### config.mk
export PLATFORM = sky130hd
export DESIGN_NAME = velocity_command_watchdog
export DESIGN_NICKNAME = d
export VERILOG_FILES = /design/src/sv/vcw_pkg.sv /design/src/sv/velocity_command_watchdog.sv /design/src/sv/vcw_ctrl.sv /design/src/sv/vcw_dpath.sv
export VERILOG_INCLUDE_DIRS = /design/src /design/src/sv
export SDC_FILE = /design/constraint.sdc
export NUM_CORES = 1
export LEC_CHECK = 0
export ABC_AREA = 1
export ABC_CLOCK_PERIOD_IN_PS = 8400
export BUFFER_PORTS_ARGS = -buffer_cell sky130_fd_sc_hd__buf_2
export CORE_ASPECT_RATIO = 1.25
export CORE_MARGIN = 4
export CORE_UTILIZATION = 59
export DETAILED_ROUTE_END_ITERATION = 10
export PLACE_DENSITY = 0.8
export REMOVE_ABC_BUFFERS = 1
export SLEW_MARGIN = 30
export SYNTH_ARGS = -nofsm -noshare
export SYNTH_HDL_FRONTEND = slang
export SYNTH_SLANG_ARGS = --single-unit
### constraint.sdc
create_clock -name clock -period 8.4 [get_ports clock]
set_input_delay 1.26 -clock clock [delete_from_list [all_inputs] [get_ports clock]]
set_output_delay 1.26 -clock clock [all_outputs]
set_load 0.005 [all_outputs]
### src/sv/assert_macros.svh
// concurrent assertion helpers, compiled out when NO_ASSERTIONS is set
`ifndef ASSERT_MACROS_SVH
`define ASSERT_MACROS_SVH

`ifndef NO_ASSERTIONS

// property that must hold at every clock edge outside reset
`define VCW_ASSERT(label, clk, rst, prop) \
   label: assert property (@(posedge clk) disable iff (rst) prop) \
      else $error("vcw assertion failed");

// consequent that must hold in the cycle after the antecedent
`define VCW_ASSERT_NEXT(label, clk, rst, ante, cons) \
   label: assert property (@(posedge clk) disable iff (rst) ante |=> cons) \
      else $error("vcw assertion failed");

`else

`define VCW_ASSERT(label, clk, rst, prop)

`define VCW_ASSERT_NEXT(label, clk, rst, ante, cons)

`endif

`endif

### src/sv/vcw_pkg.sv
`timescale 1ns / 1ps
`default_nettype none

package vcw_pkg;

   // default sizes of the top level parameters
   localparam int COUNTER_BITS_DEF = 32;
   localparam int TIME_BITS_DEF    = 48;

   // fixed field widths
   localparam int VEL_W       = 16;
   localparam int WALK_W      = 16;
   localparam int TS_W        = 48;
   localparam int CNT_OUT_W   = 32;
   localparam int LIMIT_W     = 16;
   localparam int TIMEOUT_W   = 32;
   localparam int CSR_DATA_W  = 32;
   localparam int CSR_INDEX_W = 2;
   localparam int MAG_W       = VEL_W + 1;

   // divider: three axes through one restoring divider
   localparam int LANES     = 3;
   localparam int LANE_W    = 2;
   localparam int DIV_STEPS = 14;
   localparam int STEP_W    = 4;

   localparam logic [LANE_W-1:0] LANE_TURN = 2'd2;
   localparam logic [LANE_W-1:0] LANE_LAST = 2'd2;
   localparam logic [STEP_W-1:0] STEP_LAST = STEP_W'(DIV_STEPS - 1);

   localparam logic [WALK_W-1:0] Q_ONE = 16'd16384;

   // command codes
   localparam logic [1:0] CMD_VELOCITY = 2'd0;
   localparam logic [1:0] CMD_POLL     = 2'd1;
   localparam logic [1:0] CMD_RESET    = 2'd2;

   // reason codes
   localparam logic [1:0] REASON_COMMAND   = 2'd0;
   localparam logic [1:0] REASON_WATCHDOG  = 2'd1;
   localparam logic [1:0] REASON_BAD_FRAME = 2'd2;
   localparam logic [1:0] REASON_NONFINITE = 2'd3;

   // register indexes
   localparam logic [CSR_INDEX_W-1:0] CSR_MAX_LINEAR  = 2'd0;
   localparam logic [CSR_INDEX_W-1:0] CSR_MAX_ANGULAR = 2'd1;
   localparam logic [CSR_INDEX_W-1:0] CSR_TIMEOUT     = 2'd2;

   // register reset values
   localparam logic [LIMIT_W-1:0]   MAX_LINEAR_RST  = 16'd256;
   localparam logic [LIMIT_W-1:0]   MAX_ANGULAR_RST = 16'd256;
   localparam logic [TIMEOUT_W-1:0] TIMEOUT_RST     = 32'd500000;

   typedef enum logic [2:0] {
      ST_IDLE,
      ST_PREP,
      ST_DIV_INIT,
      ST_DIV_STEP,
      ST_EMIT
   } ctrl_state_type;

   typedef struct packed {
      logic              load;
      logic              prep;
      logic              div_init;
      logic              div_step;
      logic              div_last;
      logic [LANE_W-1:0] lane;
      logic              emit;
   } dp_cmd_type;

   typedef struct packed {
      logic good_cmd;
      logic out_free;
   } dp_status_type;

endpackage

`default_nettype wire

### src/sv/velocity_command_watchdog.sv
`timescale 1ns / 1ps
`default_nettype none

// Velocity command watchdog. Every accepted item gives exactly one result. Items are
// handled one at a time: a good velocity command holds off the next item until the
// shared restoring divider has loaded each of the three axes in turn and formed its 14
// quotient bits; a rejected command, a poll, a reset item or an unused code skips the
// divider. The result sits in an output register, so the next item is taken while it
// waits on rsp_stall. The user must see that registers are written through the csr port
// only while the block is idle; the block itself does not enforce this.
module velocity_command_watchdog #(
   parameter int COUNTER_BITS = vcw_pkg::COUNTER_BITS_DEF,
   parameter int TIME_BITS    = vcw_pkg::TIME_BITS_DEF
) (
   input  logic                              clock,
   input  logic                              reset,
   input  logic                              csr_write_enable,
   input  logic [vcw_pkg::CSR_INDEX_W-1:0]   csr_index,
   input  logic [vcw_pkg::CSR_DATA_W-1:0]    csr_write_data,
   input  logic                              req_valid,
   output logic                              req_stall,
   input  logic [1:0]                        req_command,
   input  logic                              req_frame_supported,
   input  logic                              req_values_finite,
   input  logic signed [vcw_pkg::VEL_W-1:0]  req_vel_x,
   input  logic signed [vcw_pkg::VEL_W-1:0]  req_vel_y,
   input  logic signed [vcw_pkg::VEL_W-1:0]  req_vel_turn,
   input  logic [vcw_pkg::TS_W-1:0]          req_timestamp,
   output logic                              rsp_valid,
   input  logic                              rsp_stall,
   output logic                              rsp_action_valid,
   output logic signed [vcw_pkg::WALK_W-1:0] rsp_walk_x,
   output logic signed [vcw_pkg::WALK_W-1:0] rsp_walk_y,
   output logic signed [vcw_pkg::WALK_W-1:0] rsp_walk_turn,
   output logic [1:0]                        rsp_reason,
   output logic [vcw_pkg::CNT_OUT_W-1:0]     rsp_count_received,
   output logic [vcw_pkg::CNT_OUT_W-1:0]     rsp_count_bad_frame,
   output logic [vcw_pkg::CNT_OUT_W-1:0]     rsp_count_nonfinite,
   output logic [vcw_pkg::CNT_OUT_W-1:0]     rsp_count_accepted,
   output logic [vcw_pkg::CNT_OUT_W-1:0]     rsp_count_watchdog,
   output logic [vcw_pkg::CNT_OUT_W-1:0]     rsp_count_invalid_stops
);
   import vcw_pkg::*;

   dp_cmd_type    dp_cmd;
   dp_status_type dp_status;

   vcw_ctrl u_ctrl (
      .clock     (clock),
      .reset     (reset),
      .req_valid (req_valid),
      .req_stall (req_stall),
      .status    (dp_status),
      .cmd       (dp_cmd)
   );

   vcw_dpath #(
      .COUNTER_BITS (COUNTER_BITS),
      .TIME_BITS    (TIME_BITS)
   ) u_dpath (
      .clock                   (clock),
      .reset                   (reset),
      .csr_write_enable        (csr_write_enable),
      .csr_index               (csr_index),
      .csr_write_data          (csr_write_data),
      .req_command             (req_command),
      .req_frame_supported     (req_frame_supported),
      .req_values_finite       (req_values_finite),
      .req_vel_x               (req_vel_x),
      .req_vel_y               (req_vel_y),
      .req_vel_turn            (req_vel_turn),
      .req_timestamp           (req_timestamp),
      .cmd                     (dp_cmd),
      .status                  (dp_status),
      .rsp_valid               (rsp_valid),
      .rsp_stall               (rsp_stall),
      .rsp_action_valid        (rsp_action_valid),
      .rsp_walk_x              (rsp_walk_x),
      .rsp_walk_y              (rsp_walk_y),
      .rsp_walk_turn           (rsp_walk_turn),
      .rsp_reason              (rsp_reason),
      .rsp_count_received      (rsp_count_received),
      .rsp_count_bad_frame     (rsp_count_bad_frame),
      .rsp_count_nonfinite     (rsp_count_nonfinite),
      .rsp_count_accepted      (rsp_count_accepted),
      .rsp_count_watchdog      (rsp_count_watchdog),
      .rsp_count_invalid_stops (rsp_count_invalid_stops)
   );

endmodule

`default_nettype wire

### src/sv/vcw_ctrl.sv
`timescale 1ns / 1ps
`default_nettype none
`include "assert_macros.svh"

module vcw_ctrl (
   input  logic                   clock,
   input  logic                   reset,
   input  logic                   req_valid,
   output logic                   req_stall,
   input  vcw_pkg::dp_status_type status,
   output vcw_pkg::dp_cmd_type    cmd
);
   import vcw_pkg::*;

   ctrl_state_type    state_ff, state_in;
   logic [LANE_W-1:0] lane_ff, lane_in;
   logic [STEP_W-1:0] step_ff, step_in;
   logic              last_step;
   logic              last_axis;

   assign last_step = (step_ff == STEP_LAST);
   assign last_axis = cmd.div_last && (lane_ff == LANE_LAST);

   always_ff @(posedge clock) begin
      if (reset) begin
         state_ff <= ST_IDLE;
         lane_ff  <= '0;
         step_ff  <= '0;
      end else begin
         state_ff <= state_in;
         lane_ff  <= lane_in;
         step_ff  <= step_in;
      end
   end

   // next state
   always_comb begin
      state_in = state_ff;
      unique case (state_ff)
         ST_IDLE: begin
            if (req_valid) state_in = ST_PREP;
         end
         ST_PREP: begin
            state_in = status.good_cmd ? ST_DIV_INIT : ST_EMIT;
         end
         ST_DIV_INIT: begin
            state_in = ST_DIV_STEP;
         end
         ST_DIV_STEP: begin
            if (last_step) state_in = (lane_ff == LANE_LAST) ? ST_EMIT : ST_DIV_INIT;
         end
         ST_EMIT: begin
            if (status.out_free) state_in = ST_IDLE;
         end
         default: begin
            state_in = ST_IDLE;
         end
      endcase
   end

   // axis and iteration counters
   always_comb begin
      lane_in = lane_ff;
      step_in = step_ff;
      unique case (state_ff)
         ST_PREP: begin
            lane_in = '0;
            step_in = '0;
         end
         ST_DIV_STEP: begin
            step_in = last_step ? '0 : step_ff + 1'b1;
            if (last_step && lane_ff != LANE_LAST) lane_in = lane_ff + 1'b1;
         end
         default: begin
         end
      endcase
   end

   // outputs
   always_comb begin
      cmd       = '0;
      cmd.lane  = lane_ff;
      req_stall = 1'b1;
      unique case (state_ff)
         ST_IDLE: begin
            // no transfer while reset is held
            req_stall = reset;
            cmd.load  = req_valid && !reset;
         end
         ST_PREP: begin
            cmd.prep = 1'b1;
         end
         ST_DIV_INIT: begin
            cmd.div_init = 1'b1;
         end
         ST_DIV_STEP: begin
            cmd.div_step = 1'b1;
            cmd.div_last = last_step;
         end
         ST_EMIT: begin
            cmd.emit = status.out_free;
         end
         default: begin
         end
      endcase
   end

   `VCW_ASSERT(a_step_in_range, clock, reset, step_ff <= STEP_LAST)
   `VCW_ASSERT_NEXT(a_last_axis_emits, clock, reset, last_axis, state_ff == ST_EMIT)

endmodule

`default_nettype wire

### src/sv/vcw_dpath.sv
`timescale 1ns / 1ps
`default_nettype none
`include "assert_macros.svh"

module vcw_dpath #(
   parameter int COUNTER_BITS = vcw_pkg::COUNTER_BITS_DEF,
   parameter int TIME_BITS    = vcw_pkg::TIME_BITS_DEF
) (
   input  logic                                   clock,
   input  logic                                   reset,
   input  logic                                   csr_write_enable,
   input  logic [vcw_pkg::CSR_INDEX_W-1:0]        csr_index,
   input  logic [vcw_pkg::CSR_DATA_W-1:0]         csr_write_data,
   input  logic [1:0]                             req_command,
   input  logic                                   req_frame_supported,
   input  logic                                   req_values_finite,
   input  logic signed [vcw_pkg::VEL_W-1:0]       req_vel_x,
   input  logic signed [vcw_pkg::VEL_W-1:0]       req_vel_y,
   input  logic signed [vcw_pkg::VEL_W-1:0]       req_vel_turn,
   input  logic [vcw_pkg::TS_W-1:0]               req_timestamp,
   input  vcw_pkg::dp_cmd_type                    cmd,
   output vcw_pkg::dp_status_type                 status,
   output logic                                   rsp_valid,
   input  logic                                   rsp_stall,
   output logic                                   rsp_action_valid,
   output logic signed [vcw_pkg::WALK_W-1:0]      rsp_walk_x,
   output logic signed [vcw_pkg::WALK_W-1:0]      rsp_walk_y,
   output logic signed [vcw_pkg::WALK_W-1:0]      rsp_walk_turn,
   output logic [1:0]                             rsp_reason,
   output logic [vcw_pkg::CNT_OUT_W-1:0]          rsp_count_received,
   output logic [vcw_pkg::CNT_OUT_W-1:0]          rsp_count_bad_frame,
   output logic [vcw_pkg::CNT_OUT_W-1:0]          rsp_count_nonfinite,
   output logic [vcw_pkg::CNT_OUT_W-1:0]          rsp_count_accepted,
   output logic [vcw_pkg::CNT_OUT_W-1:0]          rsp_count_watchdog,
   output logic [vcw_pkg::CNT_OUT_W-1:0]          rsp_count_invalid_stops
);
   import vcw_pkg::*;

   localparam int CmpW   = (TIME_BITS > TIMEOUT_W) ? TIME_BITS : TIMEOUT_W;
   localparam int NumCnt = 6;

   localparam int CntReceived     = 0;
   localparam int CntBadFrame     = 1;
   localparam int CntNonfinite    = 2;
   localparam int CntAccepted     = 3;
   localparam int CntWatchdog     = 4;
   localparam int CntInvalidStops = 5;

   // configuration
   logic [LIMIT_W-1:0]   lin_limit_ff, lin_limit_in;
   logic [LIMIT_W-1:0]   ang_limit_ff, ang_limit_in;
   logic [TIMEOUT_W-1:0] timeout_ff, timeout_in;

   // captured item
   logic [1:0]           command_ff, command_in;
   logic                 frame_ff, frame_in;
   logic                 finite_ff, finite_in;
   logic [VEL_W-1:0]     vel_ff [LANES];
   logic [VEL_W-1:0]     vel_in [LANES];
   logic [TIME_BITS-1:0] now_ff, now_in;

   // per-axis preparation
   logic [MAG_W-1:0]     mag_ff [LANES];
   logic [MAG_W-1:0]     mag_in [LANES];
   logic                 sat_ff [LANES];
   logic                 sat_in [LANES];
   logic                 zero_ff [LANES];
   logic                 zero_in [LANES];
   logic [TIME_BITS-1:0] diff_ff, diff_in;
   logic                 borrow_ff, borrow_in;

   // shared divider
   logic [LIMIT_W-1:0]   rem_ff, rem_in;
   logic [DIV_STEPS-2:0] quo_ff, quo_in;
   logic [DIV_STEPS-1:0] q_ff [LANES];
   logic [DIV_STEPS-1:0] q_in [LANES];
   logic [LIMIT_W-1:0]   lane_limit;
   logic [LIMIT_W:0]     rem2;
   logic [LIMIT_W:0]     rem_sub;
   logic                 rem_ge;
   logic [DIV_STEPS-1:0] q_next;

   // watchdog and gating state
   logic [TIME_BITS-1:0] last_ff, last_in;
   logic                 has_ff, has_in;
   logic                 active_ff, active_in;
   logic                 zs_ff, zs_in;
   logic [COUNTER_BITS-1:0] cnt_ff [NumCnt];
   logic [COUNTER_BITS-1:0] cnt_in [NumCnt];
   logic [NumCnt-1:0]    cnt_inc;

   // result register
   logic                 rsp_valid_ff, rsp_valid_in;
   logic                 rsp_action_ff, rsp_action_in;
   logic [WALK_W-1:0]    rsp_walk_ff [LANES];
   logic [WALK_W-1:0]    rsp_walk_in [LANES];
   logic [1:0]           rsp_reason_ff, rsp_reason_in;

   // decision terms
   logic                 is_vel, is_poll, is_rst;
   logic                 good, reject, reject_stop, timed_out, fire;
   logic [WALK_W-1:0]    walk_c [LANES];

   assign status.good_cmd = (command_ff == CMD_VELOCITY) && frame_ff && finite_ff;
   assign status.out_free = !rsp_valid_ff || !rsp_stall;

   always_comb begin
      lin_limit_in = lin_limit_ff;
      ang_limit_in = ang_limit_ff;
      timeout_in   = timeout_ff;
      if (csr_write_enable) begin
         unique case (csr_index)
            CSR_MAX_LINEAR:  lin_limit_in = csr_write_data[LIMIT_W-1:0];
            CSR_MAX_ANGULAR: ang_limit_in = csr_write_data[LIMIT_W-1:0];
            CSR_TIMEOUT:     timeout_in   = csr_write_data[TIMEOUT_W-1:0];
            default: begin
            end
         endcase
      end
   end

   // capture of the item
   always_comb begin
      command_in = command_ff;
      frame_in   = frame_ff;
      finite_in  = finite_ff;
      now_in     = now_ff;
      for (int i = 0; i < LANES; i++) vel_in[i] = vel_ff[i];
      if (cmd.load) begin
         command_in = req_command;
         frame_in   = req_frame_supported;
         finite_in  = req_values_finite;
         now_in     = TIME_BITS'(req_timestamp);
         vel_in[0]  = req_vel_x;
         vel_in[1]  = req_vel_y;
         vel_in[2]  = req_vel_turn;
      end
   end

   // magnitudes, saturation test and elapsed time
   always_comb begin
      diff_in   = diff_ff;
      borrow_in = borrow_ff;
      for (int i = 0; i < LANES; i++) begin
         mag_in[i]  = mag_ff[i];
         sat_in[i]  = sat_ff[i];
         zero_in[i] = zero_ff[i];
      end
      if (cmd.prep) begin
         {borrow_in, diff_in} = {1'b0, now_ff} - {1'b0, last_ff};
         for (int i = 0; i < LANES; i++) begin
            mag_in[i] = vel_ff[i][VEL_W-1] ? (MAG_W'(0) - {vel_ff[i][VEL_W-1], vel_ff[i]})
                                           : {1'b0, vel_ff[i]};
            zero_in[i] = (vel_ff[i] == '0);
         end
         // quotient reaches one exactly when the magnitude reaches the limit
         sat_in[0] = (mag_in[0] >= {1'b0, lin_limit_ff});
         sat_in[1] = (mag_in[1] >= {1'b0, lin_limit_ff});
         sat_in[2] = (mag_in[2] >= {1'b0, ang_limit_ff});
      end
   end

   // restoring divider, one quotient bit a cycle
   assign lane_limit = (cmd.lane == LANE_TURN) ? ang_limit_ff : lin_limit_ff;
   assign rem2       = {rem_ff, 1'b0};
   assign rem_ge     = (rem2 >= {1'b0, lane_limit});
   assign rem_sub    = rem2 - {1'b0, lane_limit};
   assign q_next     = {quo_ff, rem_ge};

   always_comb begin
      rem_in = rem_ff;
      quo_in = quo_ff;
      for (int i = 0; i < LANES; i++) q_in[i] = q_ff[i];
      if (cmd.div_init) begin
         rem_in = mag_ff[cmd.lane][LIMIT_W-1:0];
         quo_in = '0;
      end else if (cmd.div_step) begin
         rem_in = rem_ge ? rem_sub[LIMIT_W-1:0] : rem2[LIMIT_W-1:0];
         quo_in = q_next[DIV_STEPS-2:0];
         if (cmd.div_last) q_in[cmd.lane] = q_next;
      end
   end

   // decision
   assign is_vel      = (command_ff == CMD_VELOCITY);
   assign is_poll     = (command_ff == CMD_POLL);
   assign is_rst      = (command_ff == CMD_RESET);
   assign good        = status.good_cmd;
   assign reject      = is_vel && !(frame_ff && finite_ff);
   assign reject_stop = reject && !(!active_ff && zs_ff);
   assign timed_out   = !borrow_ff && (CmpW'(diff_ff) >= CmpW'(timeout_ff));
   assign fire        = is_poll && has_ff && active_ff && !zs_ff && timed_out;

   always_comb begin
      for (int i = 0; i < LANES; i++) begin
         if (zero_ff[i]) walk_c[i] = '0;
         else if (sat_ff[i]) walk_c[i] = Q_ONE;
         else walk_c[i] = {2'b00, q_ff[i]};
         if (vel_ff[i][VEL_W-1]) walk_c[i] = WALK_W'(0) - walk_c[i];
      end
   end

   assign cnt_inc[CntReceived]     = is_vel;
   assign cnt_inc[CntBadFrame]     = is_vel && !frame_ff;
   assign cnt_inc[CntNonfinite]    = is_vel && frame_ff && !finite_ff;
   assign cnt_inc[CntAccepted]     = good;
   assign cnt_inc[CntWatchdog]     = fire;
   assign cnt_inc[CntInvalidStops] = reject_stop;

   always_comb begin
      last_in   = last_ff;
      has_in    = has_ff;
      active_in = active_ff;
      zs_in     = zs_ff;
      for (int i = 0; i < NumCnt; i++) cnt_in[i] = cnt_ff[i];
      if (cmd.emit) begin
         for (int i = 0; i < NumCnt; i++) begin
            cnt_in[i] = cnt_ff[i] + {{(COUNTER_BITS-1){1'b0}}, cnt_inc[i]};
         end
         if (good) begin
            last_in   = now_ff;
            has_in    = 1'b1;
            active_in = 1'b1;
            zs_in     = 1'b0;
         end
         if (reject_stop || fire) begin
            active_in = 1'b0;
            zs_in     = 1'b1;
         end
         if (is_rst) begin
            has_in    = 1'b0;
            active_in = 1'b0;
            zs_in     = 1'b1;
         end
      end
   end

   // result register, refilled when empty or in the cycle the previous result transfers
   always_comb begin
      rsp_valid_in  = rsp_valid_ff && rsp_stall;
      rsp_action_in = rsp_action_ff;
      rsp_reason_in = rsp_reason_ff;
      for (int i = 0; i < LANES; i++) rsp_walk_in[i] = rsp_walk_ff[i];
      if (cmd.emit) begin
         rsp_valid_in  = 1'b1;
         rsp_action_in = good || reject_stop || fire;
         for (int i = 0; i < LANES; i++) rsp_walk_in[i] = good ? walk_c[i] : '0;
         if (fire) rsp_reason_in = REASON_WATCHDOG;
         else if (reject_stop) rsp_reason_in = frame_ff ? REASON_NONFINITE : REASON_BAD_FRAME;
         else rsp_reason_in = REASON_COMMAND;
      end
   end

   always_ff @(posedge clock) begin
      if (reset) begin
         lin_limit_ff <= MAX_LINEAR_RST;
         ang_limit_ff <= MAX_ANGULAR_RST;
         timeout_ff   <= TIMEOUT_RST;
         last_ff      <= '0;
         has_ff       <= 1'b0;
         active_ff    <= 1'b0;
         zs_ff        <= 1'b1;
         rsp_valid_ff <= 1'b0;
         for (int i = 0; i < NumCnt; i++) cnt_ff[i] <= '0;
      end else begin
         lin_limit_ff <= lin_limit_in;
         ang_limit_ff <= ang_limit_in;
         timeout_ff   <= timeout_in;
         last_ff      <= last_in;
         has_ff       <= has_in;
         active_ff    <= active_in;
         zs_ff        <= zs_in;
         rsp_valid_ff <= rsp_valid_in;
         for (int i = 0; i < NumCnt; i++) cnt_ff[i] <= cnt_in[i];
      end
   end

   always_ff @(posedge clock) begin
      command_ff    <= command_in;
      frame_ff      <= frame_in;
      finite_ff     <= finite_in;
      now_ff        <= now_in;
      diff_ff       <= diff_in;
      borrow_ff     <= borrow_in;
      rem_ff        <= rem_in;
      quo_ff        <= quo_in;
      rsp_action_ff <= rsp_action_in;
      rsp_reason_ff <= rsp_reason_in;
      for (int i = 0; i < LANES; i++) begin
         vel_ff[i]      <= vel_in[i];
         mag_ff[i]      <= mag_in[i];
         sat_ff[i]      <= sat_in[i];
         zero_ff[i]     <= zero_in[i];
         q_ff[i]        <= q_in[i];
         rsp_walk_ff[i] <= rsp_walk_in[i];
      end
   end

   assign rsp_valid               = rsp_valid_ff;
   assign rsp_action_valid        = rsp_action_ff;
   assign rsp_walk_x              = rsp_walk_ff[0];
   assign rsp_walk_y              = rsp_walk_ff[1];
   assign rsp_walk_turn           = rsp_walk_ff[2];
   assign rsp_reason              = rsp_reason_ff;
   assign rsp_count_received      = CNT_OUT_W'(cnt_ff[CntReceived]);
   assign rsp_count_bad_frame     = CNT_OUT_W'(cnt_ff[CntBadFrame]);
   assign rsp_count_nonfinite     = CNT_OUT_W'(cnt_ff[CntNonfinite]);
   assign rsp_count_accepted      = CNT_OUT_W'(cnt_ff[CntAccepted]);
   assign rsp_count_watchdog      = CNT_OUT_W'(cnt_ff[CntWatchdog]);
   assign rsp_count_invalid_stops = CNT_OUT_W'(cnt_ff[CntInvalidStops]);

   `VCW_ASSERT(a_active_vs_zero_sent, clock, reset, active_ff != zs_ff)
   `VCW_ASSERT(a_armed_needs_command, clock, reset, !active_ff || has_ff)
   `VCW_ASSERT(a_stop_drives_zero, clock, reset, (rsp_valid_ff && rsp_reason_ff != REASON_COMMAND) |-> (rsp_walk_ff[0] == '0 && rsp_walk_ff[1] == '0 && rsp_walk_ff[2] == '0))
   `VCW_ASSERT_NEXT(a_emit_loads_result, clock, reset, cmd.emit, rsp_valid_ff)

endmodule

`default_nettype wire

# Word-level counts from Yosys, hierarchy flattened
# Memories as Yosys holds them, arrays and structs flattened. A register that Yosys moved wholly into a read port is not among the register bits.
# Cells that the tools add are included.
[word_totals]
ff_bits = 258
mem_bits_rw = 387
inputBits = 139
out_inout_bits = 245
elab_cells = 194
n_memories = 7
[memory_table]
columns = ["name", "words", "word_bits", "read_ports", "rd_ports_with_merged_regs", "write_ports", "line_no", "text"]
rows = [
  ["u_dpath.cnt_ff", 6, 32, 6, 0, 6, "vcw_dpath.sv:88", "logic [COUNTER_BITS-1:0] cnt_ff [NumCnt];"],
  ["u_dpath.mag_ff", 3, 17, 1, 1, 3, "vcw_dpath.sv:63", "logic [MAG_W-1:0] mag_ff [LANES];"],
  ["u_dpath.rsp_walk_ff", 3, 16, 3, 0, 3, "vcw_dpath.sv:95", "logic [WALK_W-1:0] rsp_walk_ff [LANES];"],
  ["u_dpath.vel_ff", 3, 16, 3, 0, 3, "vcw_dpath.sv:58", "logic [VEL_W-1:0] vel_ff [LANES];"],
  ["u_dpath.q_ff", 3, 14, 3, 0, 3, "vcw_dpath.sv:75", "logic [DIV_STEPS-1:0] q_ff [LANES];"],
  ["u_dpath.sat_ff", 3, 1, 3, 0, 3, "vcw_dpath.sv:65", "logic sat_ff [LANES];"],
  ["+1 memories", "--", "--", "--", "--", "--", "--", ""],
]
[op_classes]
add_sub_neg = 16
magnitude_cmp = 7
n_eq_ne = 16
muxes = 68
bitwise_logic = 8
n_reduce_logical = 50
[op_table]
columns = ["op", "n"]
rows = [
  ["$mux 16", 13],
  ["$add 32x1->32", 6],
  ["$mux 192", 1],
  ["$mux 32", 6],
  ["$mux 42", 3],
  ["$mux 48", 2],
  ["$ge 17x16->1", 4],
  ["$mux 17", 3],
  ["$mux 51", 1],
  ["$sub 1x16->17 const A", 3],
  ["$sub 48x48->49", 1],
  ["$ge 48x32->1", 1],
  ["$logic_not 16->1", 3],
  ["$sub 1x16->16 const A", 3],
  ["$mux 15", 3],
  ["$bwmux 42", 1],
  ["$demux 14 s2", 1],
  ["$mux 3", 7],
  ["$mux 1", 18],
  ["$logic_and 1x1->1", 17],
  ["$sub 16x16->16", 1],
  ["$pmux 3 s5", 1],
  ["$mux 14", 1],
  ["$reduce_and 2->1", 7],
  ["28 further kinds", 58],
]

# Logic depth before layout (Yosys ltp)
# Gate-level depths: netlist (run 1).
[depth]
ltp_word = 9
depth_mapped = 26
mapped_depth_nobuf = 26

# By module
# From an unflattened synthesis (run 1), not the netlist that was laid out.
[unflattened]
hier_cells = 4038
hier_area_um2 = 33305.7
[modules_own_cells]
columns = ["mod", "instances", "cells_each", "area_each_um2", "seq_area_each_um2"]
rows = [
  ["vcw_dpath", 1, 3953, 32757.7, 15795.1],
  ["vcw_ctrl", 1, 85, 548.0, 180.2],
]

# Worst setup path before layout (run 1)
# OpenSTA, ideal clock, no wires.
[synth_timing]
path_kind = "in2reg"
start = "input port reset"
end = "register u_dpath.command_ff[0] (enable)"
setup_time_ns = 0.560
arrival_time_ns = 6.052
required_time_ns = 7.840
slack_ns = 1.788
cell_stages = 5
path_buffers = 2
cell_sequence = "clkbuf_1 -> inv_1 -> clkbuf_1 -> nand3_1 -> nor2_1"
[synth_lines]
columns = ["element", "line_no", "text"]
rows = [
  ["from (decl)", "velocity_command_watchdog.sv:16", "input logic reset,"],
  ["to (signal assigned)", "vcw_dpath.sv:279", "command_ff <= command_in;"],
  ["to (decl)", "vcw_dpath.sv:55", "logic [1:0] command_ff, command_in;"],
]

# Worst setup path after layout (run 1)
[layout_timing]
start = "input port reset"
end = "output port req_stall"
[layout_via]
elab_chain_cells = 1
[layout_rtl]
columns = ["element", "line_no", "text"]
rows = [
  ["$mux 1", "vcw_ctrl.sv:84", "unique case (state_ff)"],
  ["to (decl)", "velocity_command_watchdog.sv:21", "output logic req_stall,"],
]
# No other way between the ends.

==> metrics.yaml, run 1 <==
syn_to_final_growth_pct: 13.6
ys_seq_elements: 644
die_x_um: 223
slew_violations: 0
layout_commonest_cell: "nand2_1"
cts_max_level: 2
antenna_found_initial: 1
routed.top_layer: "met4"
rsz0062_at_grt: "no"
fp.dieH_um: 277
rows: 98
synth_top_family_by_area: "simple AND/OR/NAND/NOR gates"
root_buffer: "clkbuf_16"
worstMarginPinSlew_ps: 1020
dr.pass1.iters: 7
core-area_mm2: 0.0573
start_kind: "input pin"
clk_pin_slew_ps: 60
max_stage_delay_ps: 700
dp_cells: 5230
hpwl_mm: 71.6
dr_wl_met2_mm: 45.0
drtAntennaViolNets: 0
cp-end-kind: "output port"
port_buffers: 383
period_needed_ps: 4050
first_global_vias: 29100
synthMuxAreaShare: 0
slew_headroom: 0.321
critPathTopFamily: "buffers and inverters"
synth_edf_count: 312
numClockSinks: 644
synthAdderAreaFrac: 0.0623
grt_pass1_wl_mm: 150
peakVddDrop_uv: 172
ys_seq_area_frac: 0.468
path_max_fanout: 86
holdCritPathClass: "reg2reg"
timing.final.hold_violations: 0
ctsHoldBuffers: 0
initial_utilization: 0.597
design_area_mm2: 0.0388
track_usage: 0.296
clk_latency_ps: 630
place_area_mm2: 0.0368
ys_warn_count: 0
grt_max_degree: 94
fin_skew_ps: 26.9
cp.arrival_ps: 2790
netlist_area_mm2: 0.0342
die-area_mm2: 0.0619
nets: 4852
p_seq_frac: 0.501
synth_async_sr_flop_share: 0
path_class: "in2out"
most-common-layout-cells: "809 x nand2_1, 510 x inv_1, 450 x nor2_1"
min_period_over_period: 0.482
drive_above_1_share: 0.126
via_count: 30100
antenna_cells: 0
gp_congestion: 0.971
cp_cell_sequence: "buf_4, inv_4, nand3_1, buf_2"
drt_iter0_drc: 2329
synth_cell_type_count: 57
p_int_uw: 5300
p_leak_uw: 0.0158
clock_path_buffers: 3
max_freq_ghz: 0.247
wl_met3_mm: 6.27
synth_simple_gate_area_frac: 0.229
viasPerCell: 5.63
yosys_most_used_dff: "dfxtp_1"
wl_per_cell_um: 17.7
cts_resized: 0
worst_ep_required_time_ps: 7140
power.density_mw_per_mm2: 183
crit_path_top_delay_cell: "inv_4"
instances_no_fill: 5346
syn_inst: 4189
p_switching_uw: 1790
crit_buf_inv: 3
cts_buffers: 61
swShare: 0.253
syn_avg_cell_area_um2: 8.16
setup_viol_count_final: 0
status: "complete, no violations"
ioPinCount: 384
pwr-share-clk: 0.398
pwr-share-comb: 0.102
cap_viol_max_count: 0
routed_wl_mm: 94.9
synth_xor_xnor_area_share: 0.0430
synth_compound_area_frac: 0.127
drcViolationCount: 0
grt_remaining_overflow: 0
wl_met1_mm: 37.8
post-cts-setup-buffers: 0
cts_tree: "yes"
tns_ps: 0
power groups by stage:
stage               Clock (uW)  Sequential (uW)  Combinational [uW]
floorplan                    0             3590                 472
global placement             0             3610                 682
detailed placement           0             3620                 702
CTS                       2850             3550                 711
global route              2980             3560                 812
finish                    2820             3550                 721
synthesized netlist by cell type (13+ instances only):
cell type  number  area share
a21o_1         14      0.0031
a21oi_1       393       0.058
a31oi_1        18      0.0033
buf_2          20      0.0029
clkbuf_1       79      0.0087
dfxtp_1       332        0.19
edfxtp_1      312        0.27
ha_1          167       0.061
inv_1         511       0.056
nand2_1       810       0.089
nand3_1       163       0.024
nand4_1        87       0.016
nor2_1        455       0.050
nor3_1        151       0.022
nor4_1         16      0.0029
o211ai_1       33      0.0072
o21ai_0       272       0.040
o21bai_1       15      0.0033
o22ai_1        13      0.0024
xnor2_1        63       0.016
xor2_1        105       0.027
metal layers:
metal	GRT usage	up-vias
li1	-	14800
met1	0.371	13900
met2	0.499	1142
met3	0.0438	289
met4	0.151	0
met5	0	-
through the flow:
stage | util | power [uW] | hold WS [ps] | worst slack, ps
floorplan | - | 4060 | 426 | 251
global placement | 0.642 | 4290 | 431 | 3810
detailed placement | 0.642 | 4320 | 440 | 3740
CTS | 0.678 | 7110 | 455 | 4220
global route | 0.678 | 7350 | 467 | 4220
finish | 0.678 | 7090 | 453 | 4350
kinds of logic (layout without fill, tap and decap cells):
family / after synthesis / after routing
simple gates: 1772 / 1772
compound gates: 807 / 807
flops: 644 / 644
buf+inv: 629 / 1036
fa+ha+maj: 169 / 169
xor+xnor: 168 / 168
registers in the layout, summed over array words and instances (netlist names), 2 cells and up, named ones only:
signal	cells
u_dpath.cnt_ff	192
u_dpath.diff_ff	48
u_dpath.last_ff	48
u_dpath.mag_ff	48
u_dpath.now_ff	48
u_dpath.rsp_walk_ff	48
u_dpath.vel_ff	48
u_dpath.q_ff	42
u_dpath.timeout_ff	32
u_dpath.ang_limit_ff	16
u_dpath.lin_limit_ff	16
u_dpath.rem_ff	16
u_dpath.quo_ff	13
u_ctrl.step_ff	4
u_ctrl.state_ff	3
u_dpath.sat_ff	3
u_dpath.zero_ff	3
u_ctrl.lane_ff	2
u_dpath.command_ff	2
u_dpath.rsp_reason	2
worst register-to-register path: cells and delay by family, from the launching register on:
kind | cells | cell delay, ps
and+or+nand+nor | 4 | 1070
adders and majority gates | 2 | 890
AOI/OAI and AO/OA | 4 | 690
buffers and inverters | 2 | 570
DFF | 1 | 330
layout make-up:
type,count,area (um^2)
clock inverter,33,325
tap,750,938
timing repair buffer,400,2070
clock buffer,82,1730
sequential,644,16000
multi-input combinational,2916,15800
fill,4640,18400
inverter,521,1960
path summary, 6_finish.rpt:
path | from | depth (start not counted) | slack [ps] | end
worst max-delay path | reset | 4 | 4350 | req_stall
worst min-delay path | u_dpath.vel_ff[0][16] | 0 | 450 | u_dpath.mag_ff[1][0]
worst max register to register | u_ctrl.lane_ff[0] | 12 | 4590 | u_dpath.rem_ff[11]
worst min register to register | u_dpath.vel_ff[0][16] | 0 | 450 | u_dpath.mag_ff[1][0]
Note: power is estimated with default switching activity, not from simulation.
==> inputs of run 2 (changes only) <==
Settings changed: ABC_AREA 1 to 0, ABC_CLOCK_PERIOD_IN_PS 8400 to 4200, PLACE_DENSITY 0.8 to 0.81.
Clock period 8.4 ns to 4.2 ns, I/O delays scaled along.
==> metrics.yaml, run 2 <==
status: "complete, no violations"
slew_violations: 0  # unchanged
max_freq_ghz: 0.273
track_usage: 0.261  # -0.0351
synth_top_cells_by_count: "451 x nand2_1, 332 x dfxtp_1, 312 x edfxtp_1"
path_max_fanout: 6  # -93%
largest_register_ffs: 192  # unchanged
yosys_most_used_dff: "dfxtp_1"
synth.most_common_cell: "nand2_1"
ys_seq_area_frac: 0.517  # +0.0483
worst_ep_required_time_ps: 4660  # -2480 ps
die_x_um: 213  # -4.6%
viasPerCell: 5.69  # +0.97%
netlist_area_mm2: 0.0310  # -9.3%
slew_headroom: 0.391  # +0.0703
post-cts-setup-buffers: 0  # unchanged
cts_buffers: 66  # +8.2%
ys_top_cells_by_area: "edfxtp_1 30%, dfxtp_1 21%, ha_1 6.7%, nand2_1 5.5%, xor2_1 4.4%"
synth_cell_type_count: 88  # +54%
largest-register: "u_dpath.cnt_ff"
grt_pass1_wl_mm: 119  # -20%
ys_warn_count: 0  # unchanged
busiest_layer: "met2"
grt.met3_usage: 0.0580  # +0.0142
cap_viol_max_count: 0  # unchanged
tns_ps: 0  # unchanged
gp_congestion: 0.920  # -5.3%
fp.dieH_um: 264  # -4.7%
critPathTopFamily: "simple AND/OR/NAND/NOR gates"
syn_inst: 3154  # -25%
period_needed_ps: 3670
timing.final.hold_violations: 0  # unchanged
worstMarginPinSlew_ps: 913  # -105 ps
drtAntennaViolNets: 0  # unchanged
dr.pass1.iters: 5  # -2
final_core_util: 0.691  # +0.0128
drcViolationCount: 0  # unchanged
numClockSinks: 644  # unchanged
nets: 3830  # -21%
rows: 93  # -5.1%
cts_max_level: 3  # +1
antenna_found_initial: 11  # +10
peakVddDrop_uv: 373  # +120%
cp.arrival_ps: 4120  # +1330 ps
nFillCells: 3905  # -16%
layout_commonest_cell: "nand2_1"
clk_pin_slew_ps: 60  # about the same
grt_util_met2: 0.445  # -0.0537
met1_usage: 0.323  # -0.0472
post-place-ws_ps: 512  # -3230 ps
min_period_over_period: 0.873
port_buffers: 383  # unchanged
max_stage_delay_ps: 560  # -140 ps
holdCritPathClass: "in2reg"
power.density_mw_per_mm2: 383  # +110%
drt_iter0_drc: 1653  # -29%
path_class: "reg2reg"
grt_max_degree: 106  # +13%
start_kind: "flip-flop"
drive_above_1_share: 0.153  # +0.0265
cp-startpoint: "u_dpath.diff_ff[46]"
most-common-layout-cells: "451 x nand2_1, 382 x buf_2, 330 x dfxtp_1"
wl_per_cell_um: 17.7  # about the same
cts_resized: 0  # unchanged
root_buffer: "clkbuf_16"
cp_common_cell: "nor2_1"
cp-end-kind: "flip-flop"
finalWorstSetupSlack_ps: 533  # -3820 ps
clock_path_buffers: 3  # unchanged
cp_cell_sequence: "or4_4, a2111oi_4, nand4_1, a311o_1, o2bb2ai_1, nor2_2, inv_2, ha_1, ha_1, nand2_1, nor2_1, nand3_1, nor2_1, and2_1, xnor2_1, nor2_1"
synth_edf_count: 312  # unchanged
ioPinCount: 384  # unchanged
r2r_start: "u_dpath.diff_ff[46]"
synth_async_sr_flop_share: 0  # unchanged
crit_buf_inv: 1  # -2
initial_utilization: 0.599  # +0.00149
hpwl_mm: 55.1  # -23%
first_global_vias: 23200  # -20%
ys_seq_elements: 644  # unchanged
syn_avg_cell_area_um2: 9.83  # +20%
yosysTopAreaCellShare: 0.302  # +0.0282
die-area_mm2: 0.0563  # -9.1%
clk_latency_ps: 600  # -30 ps
p_leak_uw: 0.0137  # -13%
grt_remaining_overflow: 0  # unchanged
core-area_mm2: 0.0518  # -9.6%
via_count: 24100  # -20%
setup_viol_count_final: 0  # unchanged
min_from: "req_vel_x[8]"
routed_wl_mm: 75.2  # -21%
ctsHoldBuffers: 0  # unchanged
crit_path_top_delay_cell: "or4_4"
syn_to_final_growth_pct: 15.4
yosysTopAreaCell: "edfxtp_1"
cts_tree: "yes"
fin_skew_ps: 20.3  # -6.60 ps
rsz0062_at_grt: "no"
run 2: path summary, 6_finish.rpt:
kind	end	slack, ps	cells past startpoint
worst min register to register	u_dpath.last_ff[23]	450	2
worst min-delay path	u_dpath.vel_ff[0][8]	200	1
worst max-delay path	u_dpath.cnt_ff[0][158]	530	16
worst max register to register	u_dpath.cnt_ff[0][158]	530	16
run 2: stage by stage:
| stage | instances | hold slack [ps] | area, um^2 | power, uW |
|---|---|---|---|---|
| floorplan | 3044 | 429 | 30600 | 7560 |
| global placement | 4119 | 441 | 33600 | 7900 |
| detailed placement | 4119 | 446 | 33600 | 7920 |
| finish | 4239 | 199 | 35800 | 13700 |
| CTS | 4236 | 166 | 35800 | 13800 |
| global route | 4237 | 179 | 35800 | 14200 |
run 2: kinds of logic (layout without fill, tap and decap cells):
| kind of cell | count (synthesis) | count (layout) | share of synthesized area |
|---|---|---|---|
| other | 0 | 3 | 0 |
| multiplexers | 47 | 47 | 0.0152 |
| flip-flops | 644 | 644 | 0.517 |
| buffers and inverters | 268 | 685 | 0.0331 |
| AO/OA/AOI/OAI | 596 | 596 | 0.116 |
| AND/OR/NAND/NOR | 1163 | 1163 | 0.175 |
| adder cells (fa/ha/maj) | 169 | 169 | 0.0687 |
| XOR/XNOR | 267 | 267 | 0.0754 |
run 2: final cells by class:
| type | instances | area (um^2) | share of cell area |
|---|---|---|---|
| inverter | 158 | 594 | 0.0166 |
| clock buffer | 95 | 1930 | 0.0539 |
| tap | 665 | 832 | 0.0233 |
| sequential | 644 | 16000 | 0.448 |
| antenna | 3 | 7.51 | 0.000210 |
| clock inverter | 22 | 245 | 0.00685 |
| multi-input combinational | 2242 | 14000 | 0.391 |
| timing repair buffer | 410 | 2170 | 0.0606 |
run 2: layer usage:
metal  up-vias  part of all wire
met5         -            0.0021
met4        20             0.035
met3       177             0.076
met2       701              0.49
met1     11400              0.40
li1      11800                 -
run 2: report_power, final:
group | switching [uW] | internal (uW) | total (uW) | leakage (uW)
clock network | 2420 | 3510 | 5920 | 0.00106
logic | 582 | 373 | 955 | 0.00720
registers | 87.4 | 6760 | 6840 | 0.00549
total | 3090 | 10600 | 13700 | 0.0137
